### config.mk
export PLATFORM = sky130hd
export DESIGN_NAME = thbi_merge
export DESIGN_NICKNAME = d
export VERILOG_FILES = /design/src/sv/two_axis_histogram_bin_index_top_macros.svh /design/src/sv/thbi_pkg.sv /design/src/sv/thbi_merge.sv
export SDC_FILE = /design/constraint.sdc
export NUM_CORES = 1
export LEC_CHECK = 0
export ABC_AREA = 0
export BUFFER_PORTS_ARGS = -buffer_cell sky130_fd_sc_hd__buf_2
export CORE_UTILIZATION = 35
export CTS_CLUSTER_SIZE = 14
export DETAILED_ROUTE_END_ITERATION = 10
export PLACE_DENSITY = 0.7
export SLEW_MARGIN = 15
export SYNTH_ARGS = -nofsm -noshare
export SYNTH_HDL_FRONTEND = slang
export SYNTH_SLANG_ARGS = --single-unit
### constraint.sdc
create_clock -name clk_i -period 4.39 [get_ports clk_i]
set_input_delay 0.878 -clock clk_i [delete_from_list [all_inputs] [get_ports clk_i]]
set_output_delay 0.878 -clock clk_i [all_outputs]
set_load 0.02 [all_outputs]
### src/sv/two_axis_histogram_bin_index_top_macros.svh
// Assertion macros for the two-axis histogram bin index block.
// Included by the modules that carry concurrent assertions; expects clk_i and rst_ni in scope.
`ifndef TWO_AXIS_HISTOGRAM_BIN_INDEX_TOP_MACROS_SVH
`define TWO_AXIS_HISTOGRAM_BIN_INDEX_TOP_MACROS_SVH
`ifndef SYNTHESIS
`define THBI_ASSERT(lbl, prop, msg) \
  lbl: assert property (@(posedge clk_i) disable iff (!rst_ni) prop) else $error(msg);
`define THBI_NEVER(lbl, cond, msg) \
  lbl: assert property (@(posedge clk_i) disable iff (!rst_ni) !(cond)) else $error(msg);
`else
`define THBI_ASSERT(lbl, prop, msg)
`define THBI_NEVER(lbl, cond, msg)
`endif
`endif

### src/sv/thbi_pkg.sv
// Shared types, codes and default sizes for the two-axis histogram bin index block.
// No dependencies; imported by the top level and the merge stage.
`default_nettype none
package thbi_pkg;

  localparam int unsigned MAX_EDGES_DEF  = 64;
  localparam int unsigned VALUE_BITS_DEF = 32;
  localparam int unsigned LANES_DEF      = 8;

  localparam int unsigned FIELD_W   = 32;
  localparam int unsigned SLOT_W    = 6;
  localparam int unsigned BIN_W     = 6;
  localparam int unsigned USED_W    = 7;
  localparam int unsigned FUNC_W    = 2;
  localparam int unsigned CFG_IDX_W = 2;
  localparam int unsigned CNT_W     = 32;

  typedef enum logic [FUNC_W-1:0] {
    FUNC_POINT  = 2'd0,
    FUNC_LOAD_E = 2'd1,
    FUNC_LOAD_R = 2'd2
  } func_e;

  typedef enum logic [CFG_IDX_W-1:0] {
    CFG_E_ADJ  = 2'd0,
    CFG_R_ADJ  = 2'd1,
    CFG_E_USED = 2'd2,
    CFG_R_USED = 2'd3
  } cfg_idx_e;

  typedef enum logic [1:0] {
    ST_IDLE,
    ST_SCAN,
    ST_DRAIN,
    ST_DONE
  } state_e;

  typedef struct packed {
    logic clear;
    logic rd_vld;
  } scan_ctl_t;

  typedef struct packed {
    logic             in_bin;
    logic [BIN_W-1:0] bin;
  } axis_res_t;

endpackage
`default_nettype wire

### src/sv/thbi_merge.sv
// Merge stage of one axis: picks the first hit across lanes and rows, keeps the
// first and last used edges, and forms the in-range flag and bin. Uses thbi_pkg.
`default_nettype none
module thbi_merge #(
  parameter int unsigned VW        = 32,
  parameter int unsigned LANES     = 8,
  parameter int unsigned LANE_BITS = 3,
  parameter int unsigned ROW_BITS  = 3,
  parameter int unsigned CW        = 7
) (
  input  wire logic                  clk_i,
  input  wire logic                  rst_ni,
  input  wire thbi_pkg::scan_ctl_t   ctl_i,
  input  wire logic [ROW_BITS-1:0]   rd_row_i,
  input  wire logic [LANES-1:0]      hit_i,
  input  wire logic [VW-1:0]         data_i [LANES],
  input  wire logic [VW-1:0]         value_i,
  input  wire logic [CW-1:0]         used_i,
  input  wire logic                  adjacent_i,
  output thbi_pkg::axis_res_t        res_o
);
  import thbi_pkg::*;

  localparam int unsigned KW = ROW_BITS + LANE_BITS;

  logic                 found_q, found_d;
  logic [KW-1:0]        idx_q;
  logic [VW-1:0]        first_q;
  logic [VW-1:0]        last_q;
  logic                 any_hit;
  logic [LANE_BITS-1:0] hit_lane;
  logic [CW-1:0]        used_m1;
  logic [KW+CW-1:0]     used_m1_ext;
  logic [ROW_BITS-1:0]  last_row;
  logic [LANE_BITS-1:0] last_lane;
  logic                 axis_in;
  logic [KW-1:0]        bin_full;
  logic [KW+BIN_W-1:0]  bin_ext;

  always_comb begin
    any_hit  = 1'b0;
    hit_lane = '0;
    for (int l = LANES - 1; l >= 0; l--) begin
      if (hit_i[l]) begin
        any_hit  = 1'b1;
        hit_lane = LANE_BITS'(l);
      end
    end
  end

  assign used_m1     = used_i - CW'(1);
  assign used_m1_ext = {{KW{1'b0}}, used_m1};
  assign last_row    = used_m1_ext[LANE_BITS +: ROW_BITS];
  assign last_lane   = used_m1_ext[LANE_BITS-1:0];

  always_comb begin
    found_d = found_q;
    if (ctl_i.clear) begin
      found_d = 1'b0;
    end else if (ctl_i.rd_vld && any_hit) begin
      found_d = 1'b1;
    end
  end

  always_ff @(posedge clk_i or negedge rst_ni) begin
    if (!rst_ni) begin
      found_q <= 1'b0;
    end else begin
      found_q <= found_d;
    end
  end

  always_ff @(posedge clk_i) begin
    if (ctl_i.rd_vld && !found_q && any_hit) begin
      idx_q <= {rd_row_i, hit_lane};
    end
    if (ctl_i.rd_vld && (rd_row_i == '0)) begin
      first_q <= data_i[0];
    end
    if (ctl_i.rd_vld && (rd_row_i == last_row)) begin
      last_q <= data_i[last_lane];
    end
  end

  assign axis_in  = found_q && (value_i > first_q) && (value_i < last_q) &&
                    (idx_q != '0) && (adjacent_i || idx_q[0]);
  assign bin_full = adjacent_i ? (idx_q - KW'(1)) : (idx_q >> 1);
  assign bin_ext  = {{BIN_W{1'b0}}, bin_full};

  assign res_o.in_bin = axis_in;
  assign res_o.bin    = axis_in ? bin_ext[BIN_W-1:0] : '0;

endmodule
`default_nettype wire
==> out/metrics.yaml <==
cts_tree: "done"
startpoint_type: "input pin"
drive_gt1_frac: 0.554
synth.distinct_cells: 44
worstMarginPinSlew_ps: 884
synth_xor_area_frac: 0.0131
worst_hold_path_type: "in2async"
htreeDepth: 3
r2r_slack_ps: 3290
pwr_density_cell_nw_per_um2: 263
worst_path_max_delay_cell: "a2111oi_0"
cp_cell_sequence: "buf_2 -> ha_1 -> a211o_1 -> a31oi_1 -> o221ai_1 -> a21oi_1 -> o211ai_1 -> a2111oi_0 -> buf_2"
grt_pass1_wl_mm: 27.8
cp.required_ps: 3510
ir_worst_vdd_mv: 0.184
area_growth_pct: 36.3
cts_resized: 0
via_count: 5187
synth_most_common_cell: "inv_1"
status: "finished clean"
max_freq_mhz: 240
path_class: "in2out"
syn_area_um2: 6000
grt_start_max_net_pins: 63
clock_latency_ps: 330
ant_nets: 0
cts_buffers: 9
clkSinkCount: 71
port_buffers: 316
dp_slack_ps: 272
critPathCaptureType: "output port"
route.detailed.drc: 0
synth-compound-area-share: 0.0697
cp_max_fo: 7
synth_top_area_share: 0.351
die_w_um: 133
power.total_mw: 2.15
synthAdderAreaFrac: 0.138
clkTransAtPathRegs_ps: 50
tns_ps: 0
maxCapViolCount: 0
ys_seq_area_frac: 0.355
hold_viol_final: 0
final_area_um2: 8170
ys_top_cells_by_area: "edfxtp_1 (35%), mux4_2 (24%), ha_1 (14%), mux2_2 (6.0%), inv_1 (4.4%)"
drv_slew: 0
die_area_um2: 17700
fin_ws_ps: 225
async_flop_share: 0.0141
post-route-period-util: 0.949
synthSimpleGateAreaFrac: 0.0662
yosysWarnings: 0
clk_path_buf_depth: 2
synthMuxAreaShare: 0.301
period_needed_ps: 4170
die_y_um: 133
critPathArrivalTime_ps: 3290
antennaDiodeCount: 0
fp.coreArea_um2: 16600
finalSetupViolCount: 0
fin_nets: 1162
firstDrtPassIters: 4
worst_slew_margin_rel: 0.411
final_cells: 1010
clockRootBuffer: "clkbuf_16"
ys_seq_elements: 71
drt_iter0_drc: 219
worst_hold_slack_ps: 314
cts_hold_buffers: 0
grt_overflow_total: 0
netlist_instances: 471
antenna_found_initial: 0
grt_pass1_vias: 5479
critical-path-max-stage-delay_ps: 460
grt_usage: 0.207
wl_mm: 17.8
placedCellCount: 994
ys_top_cells_by_count: "inv_1 (71), edfxtp_1 (70), ha_1 (66), mux4_2 (64), mux2_2 (32)"
fp-row-count: 47
rsz0062_at_grt: "false"
routedWlPerCell_um: 17.6
synth_top_cell_by_area: "edfxtp_1"
routabilityCongestion: 0.802
detail_route.vias_per_cell: 5.14
ys.flop_type: "edfxtp_1"
synth_top_family_by_area: "multiplexers"
final_util: 0.491
place_area_um2: 7870
leakage_nw: 3.81
syn_area_per_cell_um2: 12.7
ff2ff_path_depth: 1
dp_hpwl_mm: 14.8
initial_core_util: 0.360
synth_nets: 848
crit_top_cell: "buf_2"
ios: 318
synth_edf_count: 70
clock_skew_ps: 0.216
post_cts_buffers: 0
critical path: cells and delay by family:
family,cells,cell delay [ps]
adder cells (fa/ha/maj),1,300
buffers and inverters,2,360
AO/OA/AOI/OAI,6,1750
per-layer routing:
| layer | wire (µm) | vias up | track usage |
|---|---|---|---|
| met3 | 1040 | 27 | 0.0349 |
| met4 | 352 | 0 | 0.0939 |
| met2 | 8900 | 216 | 0.347 |
| met1 | 7520 | 2468 | 0.262 |
| met5 | 0 | - | 0 |
| li1 | - | 2476 | - |
kinds of logic after synthesis:
family,Yosys count
xor+xnor,9
flops,71
mux,96
buf+inv,90
compound gates,61
fa+ha+maj,66
simple gates,78
path summary, 6_finish.rpt:
path	end	from
setup / recovery	res_o[4]	value_i[2]
hold / removal	found_q	rst_ni
setup reg to reg	idx_q[5]	found_q
hold reg to reg	found_q	found_q
max in group asynchronous	found_q	rst_ni
min in group clk_i	found_q	found_q
report_power, final:
group | switching (mW) | internal [mW]
logic | 0.251 | 0.331
clock network | 0.268 | 0.493
registers | 0.0121 | 0.797
sequential cells by signal, indices dropped and copies added, names as in the netlist:
| name | flops |
|---|---|
| first_q | 32 |
| found_q | 1 |
| idx_q | 6 |
| last_q | 32 |
layout by cell type (no fill, tap or decap), types with 2 or more instances in the layout:
master / count
buf_2: 315
clkinv_1: 2
edfxtp_1: 70
o21ai_0: 7
a221o_1: 4
inv_1: 71
bufinv_16: 2
nor2b_1: 4
xnor2_1: 6
a2111oi_0: 4
and3_2: 2
nor3_1: 10
buf_4: 6
ha_1: 65
nand2_1: 14
mux4_2: 64
o211ai_1: 2
nand3_1: 11
clkbuf_1: 2
clkbuf_16: 9
o21a_1: 2
nand4_1: 10
nor4_1: 2
a21oi_1: 25
a21o_1: 6
xor2_1: 2
nor2_1: 16
or3_1: 3
mux2_2: 32
o21bai_1: 2
cell type report:
cell class / instances / area (µm²)
fill: 1548 / 8470
multi-input combinational: 310 / 3560
sequential: 71 / 2130
timing repair buffer: 322 / 1640
tap: 220 / 275
inverter: 71 / 267
clock buffer: 11 / 233
clock inverter: 5 / 72.6
Note: power is estimated with default switching activity, not from simulation.
