===== src/sv/two_axis_histogram_bin_index_top_macros.svh =====
// Assertion macros for the two-axis histogram bin index block.
// Included by the modules that carry concurrent assertions; expects clk_i and rst_ni in scope.
`ifndef TWO_AXIS_HISTOGRAM_BIN_INDEX_TOP_MACROS_SVH
`define TWO_AXIS_HISTOGRAM_BIN_INDEX_TOP_MACROS_SVH
`ifndef SYNTHESIS
`define THBI_ASSERT(lbl, prop, msg) \
  lbl: assert property (@(posedge clk_i) disable iff (!rst_ni) prop) else $error(msg);
`define THBI_NEVER(lbl, cond, msg) \
  lbl: assert property (@(posedge clk_i) disable iff (!rst_ni) !(cond)) else $error(msg);
`else
`define THBI_ASSERT(lbl, prop, msg)
`define THBI_NEVER(lbl, cond, msg)
`endif
`endif


===== src/sv/thbi_ram.sv =====
// Generic single-write, single-read RAM with a registered read port.
// No dependencies; used for every edge table bank.
`default_nettype none
module thbi_ram #(
  parameter int unsigned WIDTH = 32,
  parameter int unsigned DEPTH = 8
) (
  input  wire logic                                     clk_i,
  input  wire logic                                     wr_en_i,
  input  wire logic [((DEPTH > 1) ? $clog2(DEPTH) : 1)-1:0] wr_addr_i,
  input  wire logic [WIDTH-1:0]                         wr_data_i,
  input  wire logic [((DEPTH > 1) ? $clog2(DEPTH) : 1)-1:0] rd_addr_i,
  output logic      [WIDTH-1:0]                         rd_data_o
);

  logic [WIDTH-1:0] mem_q [DEPTH];
  logic [WIDTH-1:0] rd_data_q;

  always_ff @(posedge clk_i) begin
    if (wr_en_i) begin
      mem_q[wr_addr_i] <= wr_data_i;
    end
    rd_data_q <= mem_q[rd_addr_i];
  end

  assign rd_data_o = rd_data_q;

endmodule
`default_nettype wire


===== src/sv/thbi_lane.sv =====
// One lane of one axis: a bank of the edge table and the edge-versus-value compare.
// Depends on thbi_ram.
`default_nettype none
module thbi_lane #(
  parameter int unsigned VW        = 32,
  parameter int unsigned ROWS      = 8,
  parameter int unsigned ROW_BITS  = 3,
  parameter int unsigned LANE_BITS = 3,
  parameter int unsigned LANE_IDX  = 0,
  parameter int unsigned CW        = 7
) (
  input  wire logic                clk_i,
  input  wire logic                wr_en_i,
  input  wire logic [ROW_BITS-1:0] wr_addr_i,
  input  wire logic [VW-1:0]       wr_data_i,
  input  wire logic [ROW_BITS-1:0] rd_addr_i,
  input  wire logic [ROW_BITS-1:0] rd_row_i,
  input  wire logic [VW-1:0]       value_i,
  input  wire logic [CW-1:0]       used_i,
  output logic                     hit_o,
  output logic      [VW-1:0]       data_o
);

  localparam int unsigned KW = ROW_BITS + LANE_BITS;

  logic [VW-1:0] rd_data;
  logic [KW-1:0] slot_idx;

  thbi_ram #(
    .WIDTH(VW),
    .DEPTH(ROWS)
  ) u_bank (
    .clk_i    (clk_i),
    .wr_en_i  (wr_en_i),
    .wr_addr_i(wr_addr_i),
    .wr_data_i(wr_data_i),
    .rd_addr_i(rd_addr_i),
    .rd_data_o(rd_data)
  );

  assign slot_idx = {rd_row_i, LANE_BITS'(LANE_IDX)};
  assign hit_o    = (rd_data >= value_i) &&
                    ({{CW{1'b0}}, slot_idx} < {{KW{1'b0}}, used_i});
  assign data_o   = rd_data;

endmodule
`default_nettype wire


===== config.mk =====
export PLATFORM = sky130hd
export DESIGN_NAME = thbi_lane
export DESIGN_NICKNAME = d
export VERILOG_FILES = /design/src/sv/two_axis_histogram_bin_index_top_macros.svh /design/src/sv/thbi_ram.sv /design/src/sv/thbi_lane.sv
export SDC_FILE = /design/constraint.sdc
export NUM_CORES = 1
export LEC_CHECK = 0
export BUFFER_PORTS_ARGS = -buffer_cell sky130_fd_sc_hd__buf_2
export CORE_AREA = 2 2 184 186
export DETAILED_ROUTE_END_ITERATION = 8
export DIE_AREA = 0 0 186 188
export GPL_ROUTABILITY_DRIVEN = 0
export HOLD_SLACK_MARGIN = 0.15
export PLACE_DENSITY = 0.53
export REMOVE_ABC_BUFFERS = 1
export SYNTH_ARGS = -nofsm -noshare
export SYNTH_HDL_FRONTEND = slang
export SYNTH_SLANG_ARGS = --single-unit

===== constraint.sdc =====
create_clock -name clk_i -period 4 [get_ports clk_i]
set_input_delay 0.4 -clock clk_i [delete_from_list [all_inputs] [get_ports clk_i]]
set_output_delay 0.4 -clock clk_i [all_outputs]
set_load 0.1 [all_outputs]

==> results of run 1 <==
==> layer usage <==
| layer | wire, um | vias to the layer above | track usage, % |
|---|---|---|---|
| met5 | 0 | - | 0 |
| li1 | - | 2564 | - |
| met2 | 11950 | 136 | 23.69 |
| met1 | 10090 | 2832 | 17.63 |
| met3 | 971 | 35 | 2.233 |
| met4 | 471 | 0 | 3.331 |
==> cells by family after synthesis <==
logic type                 after synthesis
AOI/OAI and AO/OA                       26
adders and majority gates               35
buffers and inverters                   54
DFF                                    288
muxes                                   96
and+or+nand+nor                         36
==> worst max-delay path by stage <==
stage                              from  endpoint  slack (ns)  cells past startpoint
finish              u_bank.rd_data_o[0]     hit_o        0.47                      8
global placement             value_i[0]     hit_o        0.87                      8
floorplan           u_bank.rd_data_o[0]     hit_o        0.32                      7
CTS                 u_bank.rd_data_o[0]     hit_o        0.38                      8
detailed placement           value_i[0]     hit_o        0.82                      8
global route        u_bank.rd_data_o[0]     hit_o        0.30                      8
==> registers in the layout (all words and copies together), names as in the netlist <==
name,count
u_bank.mem_q,256
u_bank.rd_data_o,32
==> final cells by class <==
| cell class | count | area, um2 | share of cell area (%) |
|---|---|---|---|
| Inverter | 36 | 135.1 | 0.9769 |
| Clock inverter | 14 | 147.6 | 1.067 |
| Multi-Input combinational cell | 193 | 2808 | 20.30 |
| Timing Repair Buffer | 158 | 983.4 | 7.110 |
| Antenna cell | 1 | 2.502 | 0.01809 |
| Clock buffer | 42 | 867.1 | 6.269 |
| Sequential cell | 288 | 8328 | 60.21 |
| Tap cell | 448 | 560.5 | 4.052 |
==> per-stage QoR <==
step           cells  util [%]
2_1_floorplan    517         -
3_3_place_gp    1091     37.73
3_5_place_dp    1091     37.73
4_1_cts         1179     41.76
5_1_grt         1179     41.76
6_report        1180     41.77
==> cell usage in the layout, fill, tap and decap left out, types with 6 or more instances in the layout <==
master         synthesis  final
a21oi_1               10     10
buf_2                  6    113
buf_4                  0     13
clkbuf_1               2      6
clkbuf_16              0     31
dfxtp_1               32     32
dlygate4sd3_1          0     32
edfxtp_1             256    256
ha_1                  35     35
inv_1                 36     36
mux2_2                32     32
mux4_1                40     40
mux4_2                24     24
nand2_1                6      6
nand3_1                6      6
nor2_4                 0      6
==> tightest hold or removal path, delay by kind of cell <==
kind / cells / cell delay [ns]
and+or+nand+nor: 2 / 0.33
buffers and inverters: 1 / 0.13
==> power by group <==
group	internal, mW	total, mW	switching, mW
Sequential	3.40	3.44	0.0423
Clock	1.70	2.78	1.08
Combinational	0.235	0.739	0.504
Total	5.33	6.96	1.63
==> report_table.html, run 1 <==
<table>
<tr><th>Metric</th><th>Value</th></tr>
<tr><th colspan="2">Timing</th></tr>
<tr><td>Period minus WS final</td><td>between 3 and 4 ns</td></tr>
<tr><td>Setup-failing EPs final</td><td>0</td></tr>
<tr><td>Setup TNS Final</td><td>0 ns</td></tr>
<tr><td>Maximum frequency from static timing analysis</td><td>~280 MHz</td></tr>
<tr><td>Worst Setup Slack, final</td><td>0.4714 ns</td></tr>
<tr><td>Total count of hold-check failures in the final report</td><td>0</td></tr>
<tr><td>RSZ-0062 raised after global routing</td><td>no</td></tr>
<tr><td>Final max-slew violation count</td><td>0</td></tr>
<tr><td>Final worst-path cycle share</td><td>about nine tenths</td></tr>
<tr><td>Min Hold Slack</td><td>approximately 0.53 ns</td></tr>
<tr><td>Setup clock skew after layout</td><td>0.007943 ns</td></tr>
<tr><td>Slew HR</td><td>24.71%</td></tr>
<tr><td>Least-Margin Pin Slew</td><td>1.129 ns</td></tr>
<tr><th colspan="2">Setup path</th></tr>
<tr><td>CP max FO</td><td>2</td></tr>
<tr><td>Maximum single-stage delay on the critical path</td><td>about 0.60 ns</td></tr>
<tr><td>Destination of the worst register-to-register timing path</td><td>u_bank.rd_data_o[10]</td></tr>
<tr><td>Setup slack of the worst register-to-register path</td><td>2.70 ns</td></tr>
<tr><td>Critical Path Start Type</td><td>register</td></tr>
<tr><td>CP Data Required Time</td><td>3.60 ns</td></tr>
<tr><td>Critical path arrival</td><td>3.13 ns</td></tr>
<tr><td>Critical Path Slowest Stage Cell</td><td>a211oi_1</td></tr>
<tr><td>Worst reg2reg path depth</td><td>2</td></tr>
<tr><td>Kind of critical path</td><td>reg2out</td></tr>
<tr><td>Series of cell instances along the critical path</td><td>inv_1 -&gt; ha_1 -&gt; nand2b_1 -&gt; a2111oi_0 -&gt; o21ai_0 -&gt; a211oi_1 -&gt; o221ai_1 -&gt; buf_2</td></tr>
<tr><td>Critical path buffer and inverter count</td><td>2</td></tr>
<tr><td>Start of the worst register-to-register path</td><td>u_bank.mem_q[3][10]</td></tr>
<tr><td>Crit-path leading delay family</td><td>compound AO/OA/AOI/OAI gates</td></tr>
<tr><td>Endpoint type of the worst setup path</td><td>output port</td></tr>
<tr><th colspan="2">Placed design</th></tr>
<tr><td>HPWL Detailed</td><td>14050 um</td></tr>
<tr><td>Placed cell areas</td><td>12490 um2</td></tr>
<tr><td>Number of port buffers</td><td>114</td></tr>
<tr><td>Place WS</td><td>0.8212 ns</td></tr>
<tr><th colspan="2">Global route</th></tr>
<tr><td>Aggregate global-route resource usage</td><td>13.58%</td></tr>
<tr><td>Pin count of the biggest net entering global routing</td><td>47</td></tr>
<tr><td>First-pass GRT wire length</td><td>~35000 um</td></tr>
<tr><td>Via count of the first global-routing pass</td><td>5853</td></tr>
<tr><td>Antenna violations before repair</td><td>1</td></tr>
<tr><td>Leftover overflow at the end of global routing</td><td>0</td></tr>
<tr><th colspan="2">Synthesis</th></tr>
<tr><td>Biggest area consumer among synthesized cells</td><td>edfxtp_1</td></tr>
<tr><td>Proportion of netlist area held by the largest area contributor</td><td>67.77%</td></tr>
<tr><td>Most frequent cells after synthesis</td><td>256 x edfxtp_1, 40 x mux4_1, 36 x inv_1</td></tr>
<tr><td>Post-synthesis sequential element count</td><td>between 200 and 300</td></tr>
<tr><td>Share of synthesized registers carrying an async set or reset</td><td>0%</td></tr>
<tr><td>Area share of fa/ha/maj cells after synthesis</td><td>around 3.9%</td></tr>
<tr><td>Area fraction in compound gates after synthesis</td><td>1.522%</td></tr>
<tr><td>Synthesized-area fraction occupied by and/or/nand/nor cells</td><td>under 10%</td></tr>
<tr><td>XOR/XNOR share of the synthesized area</td><td>0%</td></tr>
<tr><td>Sequential share of the synthesized area</td><td>73.42%</td></tr>
<tr><td>Library cells used by synthesis</td><td>34</td></tr>
<tr><td>Number of enable-type register cells in the synthesized netlist</td><td>256</td></tr>
<tr><td>Top cells by area in the synthesized netlist</td><td>edfxtp_1 68%, mux4_1 9.3%, dfxtp_1 5.6%, mux4_2 4.8%, ha_1 3.9%</td></tr>
<tr><td>Instance count of the mapped netlist</td><td>535</td></tr>
<tr><td>Main combinational cell family by area after synthesis</td><td>multiplexers</td></tr>
<tr><td>Predominant post-synthesis flop cell</td><td>edfxtp_1</td></tr>
<tr><td>Syn avg cell area</td><td>21.20 um2</td></tr>
<tr><td>Ys Warns</td><td>0</td></tr>
<tr><td>Cell area after synthesis</td><td>11340 um2</td></tr>
<tr><td>Most frequent cell after synthesis</td><td>edfxtp_1</td></tr>
<tr><td>Mux share of post-synthesis cell area</td><td>approximately 17%</td></tr>
<tr><th colspan="2">Drt</th></tr>
<tr><td>DRC violation total after the first TritonRoute iteration</td><td>approximately 330</td></tr>
<tr><td>DRC viols</td><td>0</td></tr>
<tr><td>Total number of vias</td><td>5567</td></tr>
<tr><td>Remaining antenna violation count after routing</td><td>0</td></tr>
<tr><td>Detail-routed via count per cell</td><td>approximately 4.7</td></tr>
<tr><td>DR pass1 iterations</td><td>6</td></tr>
<tr><td>Per-cell routed wire length</td><td>19.90 um</td></tr>
<tr><td>Total wire length after detailed routing</td><td>roughly 23000 um</td></tr>
<tr><th colspan="2">Worst hold path</th></tr>
<tr><td>Origin of the worst min-delay path</td><td>wr_addr_i[0]</td></tr>
<tr><td>Worst min-delay path category</td><td>in2reg</td></tr>
<tr><td>Number of stages on the worst hold path</td><td>3</td></tr>
<tr><td>Endpoint, Worst Hold</td><td>u_bank.mem_q[3][20]</td></tr>
<tr><th colspan="2">Pwr</th></tr>
<tr><td>Max VDD drop</td><td>373.5 uV</td></tr>
<tr><td>Standby leakage power</td><td>slightly above 5 nW</td></tr>
<tr><td>Pwr/cell area</td><td>503.2 nW/um2</td></tr>
<tr><td>Overall power of the completed layout</td><td>between 6 and 7 mW</td></tr>
<tr><th colspan="2">Die</th></tr>
<tr><td>DIE HEIGHT</td><td>188 um</td></tr>
<tr><td>Initial core utilization</td><td>between 30% and 40%</td></tr>
<tr><td>Count of standard-cell rows</td><td>67</td></tr>
<tr><td>Total die area</td><td>34970 um2</td></tr>
<tr><td>Total core area</td><td>33110 um2</td></tr>
<tr><td>Number of top-level design ports</td><td>115</td></tr>
<tr><td>Width of the die</td><td>~190 um</td></tr>
<tr><th colspan="2">Clock network</th></tr>
<tr><td>Clock Sinks</td><td>288</td></tr>
<tr><td>Hold-fix buffer count after cts</td><td>32</td></tr>
<tr><td>H-tree levels</td><td>1</td></tr>
<tr><td>CTS clk-pin slew, worst paths</td><td>0.06 ns</td></tr>
<tr><td>Post_cts resized</td><td>0</td></tr>
<tr><td>Number of buffers on the longest clock path</td><td>3</td></tr>
<tr><td>Number of buffers inserted during clock tree synthesis</td><td>30</td></tr>
<tr><td>Buffers inserted by post-CTS timing repair</td><td>0</td></tr>
<tr><td>Latest clock arrival within the worst-skew pair</td><td>0.54 ns</td></tr>
<tr><td>CTS root buffer</td><td>clkbuf_16</td></tr>
<tr><td>Clock tree from TritonCTS</td><td>yes</td></tr>
<tr><th colspan="2">Final layout</th></tr>
<tr><td>Design Area, Final</td><td>approximately 14000 um2</td></tr>
<tr><td>Area delta synth-&gt;final</td><td>21.94%</td></tr>
<tr><td>Final net count</td><td>824</td></tr>
<tr><td>Final-layout fill cell count</td><td>2940</td></tr>
<tr><td>Layout cell share with drive strength beyond 1</td><td>about a third</td></tr>
<tr><th colspan="2">Flow run</th></tr>
<tr><td>Max cap viols</td><td>0</td></tr>
<tr><th colspan="2">Outcome</th></tr>
<tr><td>Result of the run</td><td>complete, no violations</td></tr>
</table>
No activity file was read; power rests on OpenSTA's default activity.
==> run 2, diff against run 1 <==
--- a/config.mk
+++ b/config.mk
@@ -6,12 +6,12 @@
 export NUM_CORES = 1
 export LEC_CHECK = 0
 export BUFFER_PORTS_ARGS = -buffer_cell sky130_fd_sc_hd__buf_2
-export CORE_AREA = 2 2 184 186
+export CORE_AREA = 2 2 162 164
 export DETAILED_ROUTE_END_ITERATION = 8
-export DIE_AREA = 0 0 186 188
+export DIE_AREA = 0 0 164 166
 export GPL_ROUTABILITY_DRIVEN = 0
 export HOLD_SLACK_MARGIN = 0.15
-export PLACE_DENSITY = 0.53
+export PLACE_DENSITY = 0.65
 export REMOVE_ABC_BUFFERS = 1
 export SYNTH_ARGS = -nofsm -noshare
 export SYNTH_HDL_FRONTEND = slang
==> report_table.html, run 2 (synthesized netlist as in run 1, its figures left out) <==
<table>
<tr><th>Metric</th><th>Value</th></tr>
<tr><th colspan="2">Pwr</th></tr>
<tr><td>Max VDD drop</td><td>around 270 uV</td></tr>
<tr><td>Standby leakage power</td><td>4.966 nW</td></tr>
<tr><td>Overall power of the completed layout</td><td>6.731 mW</td></tr>
<tr><td>Pwr/cell area</td><td>495.9 nW/um2</td></tr>
<tr><th colspan="2">Setup path</th></tr>
<tr><td>CP max FO</td><td>2</td></tr>
<tr><td>Kind of critical path</td><td>reg2out</td></tr>
<tr><td>CP Data Required Time</td><td>3.60 ns</td></tr>
<tr><td>Critical path arrival</td><td>3.24 ns</td></tr>
<tr><td>Critical Path Start Type</td><td>register</td></tr>
<tr><td>Endpoint type of the worst setup path</td><td>output port</td></tr>
<tr><th colspan="2">Clock network</th></tr>
<tr><td>Latest clock arrival within the worst-skew pair</td><td>0.53 ns</td></tr>
<tr><td>Number of buffers on the longest clock path</td><td>3</td></tr>
<tr><td>Number of buffers inserted during clock tree synthesis</td><td>28</td></tr>
<tr><td>H-tree levels</td><td>1</td></tr>
<tr><td>CTS clk-pin slew, worst paths</td><td>0.06 ns</td></tr>
<tr><td>Clock tree from TritonCTS</td><td>yes</td></tr>
<tr><td>CTS root buffer</td><td>clkbuf_16</td></tr>
<tr><td>Clock Sinks</td><td>288</td></tr>
<tr><th colspan="2">Timing</th></tr>
<tr><td>Total count of hold-check failures in the final report</td><td>0</td></tr>
<tr><td>Setup-failing EPs final</td><td>0</td></tr>
<tr><td>Least-Margin Pin Slew</td><td>between 1 and 1.5 ns</td></tr>
<tr><td>Slew HR</td><td>about a quarter</td></tr>
<tr><td>Min Hold Slack</td><td>approximately 0.54 ns</td></tr>
<tr><td>Final worst-path cycle share</td><td>90.93%</td></tr>
<tr><td>RSZ-0062 raised after global routing</td><td>no</td></tr>
<tr><td>Final max-slew violation count</td><td>0</td></tr>
<tr><td>Maximum frequency from static timing analysis</td><td>between 200 and 300 MHz</td></tr>
<tr><td>Setup TNS Final</td><td>0 ns</td></tr>
<tr><td>Period minus WS final</td><td>3.637 ns</td></tr>
<tr><td>Setup clock skew after layout</td><td>0.01129 ns</td></tr>
<tr><th colspan="2">Die</th></tr>
<tr><td>Number of top-level design ports</td><td>115</td></tr>
<tr><td>Total die area</td><td>27220 um2</td></tr>
<tr><td>Initial core utilization</td><td>44.28%</td></tr>
<tr><td>Count of standard-cell rows</td><td>59</td></tr>
<tr><td>DIE HEIGHT</td><td>roughly 170 um</td></tr>
<tr><td>Total core area</td><td>25620 um2</td></tr>
<tr><td>Width of the die</td><td>164 um</td></tr>
<tr><th colspan="2">Global route</th></tr>
<tr><td>First-pass GRT wire length</td><td>about 33000 um</td></tr>
<tr><td>Via count of the first global-routing pass</td><td>a little under 6000</td></tr>
<tr><td>Aggregate global-route resource usage</td><td>15.96%</td></tr>
<tr><td>Antenna violations before repair</td><td>0</td></tr>
<tr><td>Leftover overflow at the end of global routing</td><td>0</td></tr>
<tr><td>Pin count of the biggest net entering global routing</td><td>65</td></tr>
<tr><th colspan="2">Final layout</th></tr>
<tr><td>Final net count</td><td>820</td></tr>
<tr><td>Most used cells in the layout excluding fill and tap cells</td><td>256 x edfxtp_1, 113 x buf_2, 40 x mux4_1</td></tr>
<tr><td>Utilization after layout</td><td>approximately 53%</td></tr>
<tr><td>Non-filler cells, final</td><td>1060</td></tr>
<tr><td>Ant diodes</td><td>0</td></tr>
<tr><td>Area delta synth-&gt;final</td><td>19.66%</td></tr>
<tr><td>Most common cell after layout, fill and taps aside</td><td>edfxtp_1</td></tr>
<tr><td>Number of flip-flops under the largest register name</td><td>256</td></tr>
<tr><td>Final-layout fill cell count</td><td>2011</td></tr>
<tr><td>Layout cell share with drive strength beyond 1</td><td>around a third</td></tr>
<tr><td>Register with the most flip-flops</td><td>u_bank.mem_q</td></tr>
<tr><th colspan="2">Placed design</th></tr>
<tr><td>HPWL Detailed</td><td>12660 um</td></tr>
<tr><td>Post-placement cell count</td><td>976</td></tr>
<tr><td>Number of port buffers</td><td>114</td></tr>
<tr><th colspan="2">Drt</th></tr>
<tr><td>Per-cell routed wire length</td><td>20.38 um</td></tr>
<tr><td>DR pass1 iterations</td><td>5</td></tr>
<tr><td>DRC viols</td><td>0</td></tr>
<tr><td>Total number of vias</td><td>5567</td></tr>
<tr><td>DRC violation total after the first TritonRoute iteration</td><td>297</td></tr>
<tr><td>Total wire length after detailed routing</td><td>21610 um</td></tr>
<tr><td>Remaining antenna violation count after routing</td><td>0</td></tr>
<tr><td>Detail-routed via count per cell</td><td>5.252</td></tr>
<tr><th colspan="2">Flow run</th></tr>
<tr><td>Max cap viols</td><td>0</td></tr>
<tr><th colspan="2">Outcome</th></tr>
<tr><td>Result of the run</td><td>complete, no violations</td></tr>
<tr><th colspan="2">Worst hold path</th></tr>
<tr><td>Worst min-delay path category</td><td>in2reg</td></tr>
</table>
[run 2: critical path, cell delays in order (launching register included)]
cell,delay (ns)
dfxtp_1,0.33
inv_1,0.04
ha_1,0.25
nand2b_1,0.14
a2111oi_0,0.48
o21ai_0,0.30
a211oi_1,0.62
o221ai_1,0.22
buf_2,0.33
[run 2: timing repair]
action,4_1_cts,5_1_grt
hold buffers,32,0
setup buffers,0,0
hold endpoints to repair,253,0
gates resized for setup,0,0
[run 2: layer usage]
| metal | global-route usage [%] | routed length [um] |
|---|---|---|
| met5 | 0 | 0 |
| met4 | 2.441 | 170 |
| met3 | 2.772 | 1153 |
| met2 | 26.62 | 10520 |
| met1 | 22.65 | 9763 |
[run 2: power by group]
group	switching [mW]	total, mW	internal, mW	leakage [nW]
registers	0.0419	3.44	3.40	2.60
clock network	1.03	2.56	1.53	0.449
logic	0.497	0.731	0.234	1.92
total	1.57	6.73	5.16	4.97
[run 2: cell type report]
cell class	count	area (um2)	share of cell area, %
multi-input combinational	193	2808	20.69
inverter	36	135.1	0.9956
sequential	288	8328	61.36
clock inverter	12	107.6	0.7928
tap	335	419.2	3.088
timing repair buffer	156	968.4	7.135
clock buffer	40	807.0	5.946
[run 2: worst paths after layout]
kind                             from                   end  slack, ns  depth (start not counted)
hold reg to reg   u_bank.mem_q[7][14]  u_bank.rd_data_o[14]       0.67                          2
setup reg to reg  u_bank.mem_q[1][28]  u_bank.rd_data_o[28]       2.69                          2
hold / removal           wr_addr_i[0]   u_bank.mem_q[7][13]       0.54                          3
setup / recovery  u_bank.rd_data_o[0]                 hit_o       0.36                          8
[run 2: through the flow]
| step | cell area (um2) | worst slack (ns) |
|---|---|---|
| 6_report | 13570 | 0.3628 |
| 5_1_grt | 13570 | 0.2093 |
| 4_1_cts | 13570 | 0.3067 |
| 3_5_place_dp | 12340 | 0.7359 |
| 3_3_place_gp | 12340 | 0.9132 |
| 2_1_floorplan | 11220 | 0.3176 |
==> run 3, diff against run 2 <==
--- a/config.mk
+++ b/config.mk
@@ -7,11 +7,13 @@
 export LEC_CHECK = 0
 export BUFFER_PORTS_ARGS = -buffer_cell sky130_fd_sc_hd__buf_2
 export CORE_AREA = 2 2 162 164
+export CTS_BUF_LIST = sky130_fd_sc_hd__clkbuf_16
 export DETAILED_ROUTE_END_ITERATION = 8
 export DIE_AREA = 0 0 164 166
 export GPL_ROUTABILITY_DRIVEN = 0
 export HOLD_SLACK_MARGIN = 0.15
 export PLACE_DENSITY = 0.65
+export RECOVER_POWER = 25
 export REMOVE_ABC_BUFFERS = 1
 export SYNTH_ARGS = -nofsm -noshare
 export SYNTH_HDL_FRONTEND = slang
==> report_table.html, run 3 (synthesized netlist as in run 1, its figures left out) <==
<table>
<tr><th>Metric</th><th>Value</th></tr>
<tr><th colspan="2">Die</th></tr>
<tr><td>Initial core utilization</td><td>between 40 and 50%</td></tr>
<tr><td>Number of top-level design ports</td><td>115</td></tr>
<tr><td>Total core area</td><td>25620 um2</td></tr>
<tr><td>Width of the die</td><td>164 um</td></tr>
<tr><td>Total die area</td><td>27220 um2</td></tr>
<tr><td>Count of standard-cell rows</td><td>59</td></tr>
<tr><td>DIE HEIGHT</td><td>166 um</td></tr>
<tr><th colspan="2">Pwr</th></tr>
<tr><td>Pwr/cell area</td><td>just under 500 nW/um2</td></tr>
<tr><td>Standby leakage power</td><td>between 4 and 5 nW</td></tr>
<tr><td>Max VDD drop</td><td>265.2 uV</td></tr>
<tr><th colspan="2">Worst hold path</th></tr>
<tr><td>Worst min-delay path category</td><td>in2reg</td></tr>
<tr><td>Endpoint, Worst Hold</td><td>u_bank.mem_q[7][7]</td></tr>
<tr><td>Number of stages on the worst hold path</td><td>3</td></tr>
<tr><td>Origin of the worst min-delay path</td><td>wr_addr_i[0]</td></tr>
<tr><th colspan="2">Setup path</th></tr>
<tr><td>Start of the worst register-to-register path</td><td>u_bank.mem_q[5][7]</td></tr>
<tr><td>Crit-path leading delay family</td><td>compound AO/OA/AOI/OAI gates</td></tr>
<tr><td>Worst reg2reg path depth</td><td>2</td></tr>
<tr><td>Kind of critical path</td><td>reg2out</td></tr>
<tr><td>CP max FO</td><td>2</td></tr>
<tr><td>Destination of the worst register-to-register timing path</td><td>u_bank.rd_data_o[7]</td></tr>
<tr><td>Series of cell instances along the critical path</td><td>inv_1 -&gt; ha_1 -&gt; nand2b_1 -&gt; a2111oi_0 -&gt; o21ai_0 -&gt; a211oi_1 -&gt; o221ai_1 -&gt; buf_2</td></tr>
<tr><td>Critical Path Slowest Stage Cell</td><td>a211oi_1</td></tr>
<tr><td>Critical path buffer and inverter count</td><td>2</td></tr>
<tr><td>Endpoint type of the worst setup path</td><td>output port</td></tr>
<tr><td>Maximum single-stage delay on the critical path</td><td>0.64 ns</td></tr>
<tr><td>CP Data Required Time</td><td>around 3.6 ns</td></tr>
<tr><td>Critical Path Start Type</td><td>register</td></tr>
<tr><td>Setup slack of the worst register-to-register path</td><td>2.71 ns</td></tr>
<tr><td>Critical path arrival</td><td>3.26 ns</td></tr>
<tr><th colspan="2">Drt</th></tr>
<tr><td>WL met3</td><td>992 um</td></tr>
<tr><td>Metal-1 WL</td><td>9927 um</td></tr>
<tr><td>Detail-routed via count per cell</td><td>5.245</td></tr>
<tr><td>DRC viols</td><td>0</td></tr>
<tr><td>DRC violation total after the first TritonRoute iteration</td><td>238</td></tr>
<tr><td>Wire length on met2</td><td>10460 um</td></tr>
<tr><td>DR pass1 iterations</td><td>4</td></tr>
<tr><td>Remaining antenna violation count after routing</td><td>0</td></tr>
<tr><td>Total wire length after detailed routing</td><td>21550 um</td></tr>
<tr><td>Per-cell routed wire length</td><td>20.33 um</td></tr>
<tr><td>Total number of vias</td><td>5560</td></tr>
<tr><td>Top layer used by detailed routing</td><td>met4</td></tr>
<tr><th colspan="2">Global route</th></tr>
<tr><td>First-pass GRT wire length</td><td>32540 um</td></tr>
<tr><td>Pin count of the biggest net entering global routing</td><td>65</td></tr>
<tr><td>Antenna violations before repair</td><td>0</td></tr>
<tr><td>Leftover overflow at the end of global routing</td><td>0</td></tr>
<tr><td>Via count of the first global-routing pass</td><td>5854</td></tr>
<tr><td>Aggregate global-route resource usage</td><td>15.91%</td></tr>
<tr><th colspan="2">Final layout</th></tr>
<tr><td>Sequential cell area</td><td>8328 um2</td></tr>
<tr><td>Utilization after layout</td><td>52.73%</td></tr>
<tr><td>Area of combinational cells with multiple inputs</td><td>2808 um2</td></tr>
<tr><td>Final net count</td><td>820</td></tr>
<tr><td>Most common cell after layout, fill and taps aside</td><td>edfxtp_1</td></tr>
<tr><td>Number of flip-flops under the largest register name</td><td>roughly 260</td></tr>
<tr><td>Register with the most flip-flops</td><td>u_bank.mem_q</td></tr>
<tr><td>Ant diodes</td><td>0</td></tr>
<tr><td>Layout cell share with drive strength beyond 1</td><td>28.14%</td></tr>
<tr><td>Most used cells in the layout excluding fill and tap cells</td><td>256 x edfxtp_1, 92 x buf_2, 43 x inv_1</td></tr>
<tr><td>Area delta synth-&gt;final</td><td>19.07%</td></tr>
<tr><td>Final-layout fill cell count</td><td>about 2000</td></tr>
<tr><th colspan="2">Timing</th></tr>
<tr><td>Maximum frequency from static timing analysis</td><td>roughly 270 MHz</td></tr>
<tr><td>Period minus WS final</td><td>~3.7 ns</td></tr>
<tr><td>Final worst-path cycle share</td><td>91.40%</td></tr>
<tr><td>Setup clock skew after layout</td><td>around 0.011 ns</td></tr>
<tr><td>Setup TNS Final</td><td>0 ns</td></tr>
<tr><td>Total count of hold-check failures in the final report</td><td>0</td></tr>
<tr><td>Least-Margin Pin Slew</td><td>approximately 1.1 ns</td></tr>
<tr><td>Setup-failing EPs final</td><td>0</td></tr>
<tr><td>RSZ-0062 raised after global routing</td><td>no</td></tr>
<tr><td>Final max-slew violation count</td><td>0</td></tr>
<tr><td>Slew HR</td><td>between 20% and 30%</td></tr>
<tr><th colspan="2">Outcome</th></tr>
<tr><td>Result of the run</td><td>complete, no violations</td></tr>
<tr><th colspan="2">Clock network</th></tr>
<tr><td>Buffers inserted by post-CTS timing repair</td><td>0</td></tr>
<tr><td>CTS root buffer</td><td>clkbuf_16</td></tr>
<tr><td>CTS clk-pin slew, worst paths</td><td>0.06 ns</td></tr>
<tr><td>Clock tree from TritonCTS</td><td>yes</td></tr>
<tr><td>Clock Sinks</td><td>roughly 290</td></tr>
<tr><td>Number of buffers on the longest clock path</td><td>3</td></tr>
<tr><td>Latest clock arrival within the worst-skew pair</td><td>0.53 ns</td></tr>
<tr><td>Number of buffers inserted during clock tree synthesis</td><td>28</td></tr>
<tr><td>H-tree levels</td><td>1</td></tr>
<tr><th colspan="2">Placed design</th></tr>
<tr><td>Number of port buffers</td><td>between 100 and 150</td></tr>
<tr><td>HPWL Detailed</td><td>12660 um</td></tr>
<tr><th colspan="2">Flow run</th></tr>
<tr><td>Max cap viols</td><td>0</td></tr>
</table>
[run 3: cell types whose count changed in the layout (fill, tap and decap cells not counted), sizes merged]
cell    before  now
clkbuf      40   50
buf        124  103
clkinv       9   13
inv         36   43
[run 3: metal layers]
layer,up-vias,track usage (%)
met3,16,2.772
met1,2853,22.37
li1,2542,-
met4,0,2.441
met5,-,0
met2,149,26.76
[run 3: what timing repair did]
action	CTS	global route
endpoints found under the hold margin	253	0
hold buffers	32	0
resized for setup	0	0
[run 3: how the worst max path moves through the flow]
stage                             start  endpoint  slack [ns]  cells past startpoint
floorplan           u_bank.rd_data_o[0]     hit_o        0.32                      7
global placement             value_i[0]     hit_o        0.91                      8
detailed placement           value_i[0]     hit_o        0.74                      8
CTS                 u_bank.rd_data_o[0]     hit_o        0.31                      8
global route        u_bank.rd_data_o[0]     hit_o        0.21                      8
finish              u_bank.rd_data_o[0]     hit_o        0.34                      8
[run 3: layout make-up]
cell class | instances | share of cell area, %
flip-flops and latches | 288 | 61.66
repair buffers | 156 | 6.975
inverters | 36 | 1.000
clock buffers | 29 | 5.373
clock inverters | 23 | 1.102
well taps | 335 | 3.103
multi-input cells | 193 | 20.79
[run 3: worst reg2reg max path: stages (launching register included)]
cell and delay [ns]:
edfxtp_1 0.38, mux4_1 0.51, mux2_2 0.29
[run 3: per-stage QoR]
stage	setup WS (ns)	cells	hold WS (ns)	total power [mW]	instance area, um2
final	0.3438	1060	0.5356	6.630	13510
after global routing	0.2093	1060	0.5392	6.858	13510
after CTS	0.3067	1060	0.5250	6.689	13530
after detailed placement	0.7359	976	0.6566	4.215	12340
after global placement	0.9132	976	0.6518	4.190	12340
after floorplan	0.3176	517	0.4989	3.981	11220
[run 3: power by group]
group          leakage (nW)  total, mW  switching, mW  internal (mW)
Clock                 0.455       2.46           1.03           1.43
Sequential             2.60       3.44         0.0414           3.40
Combinational          1.86      0.728          0.497          0.231
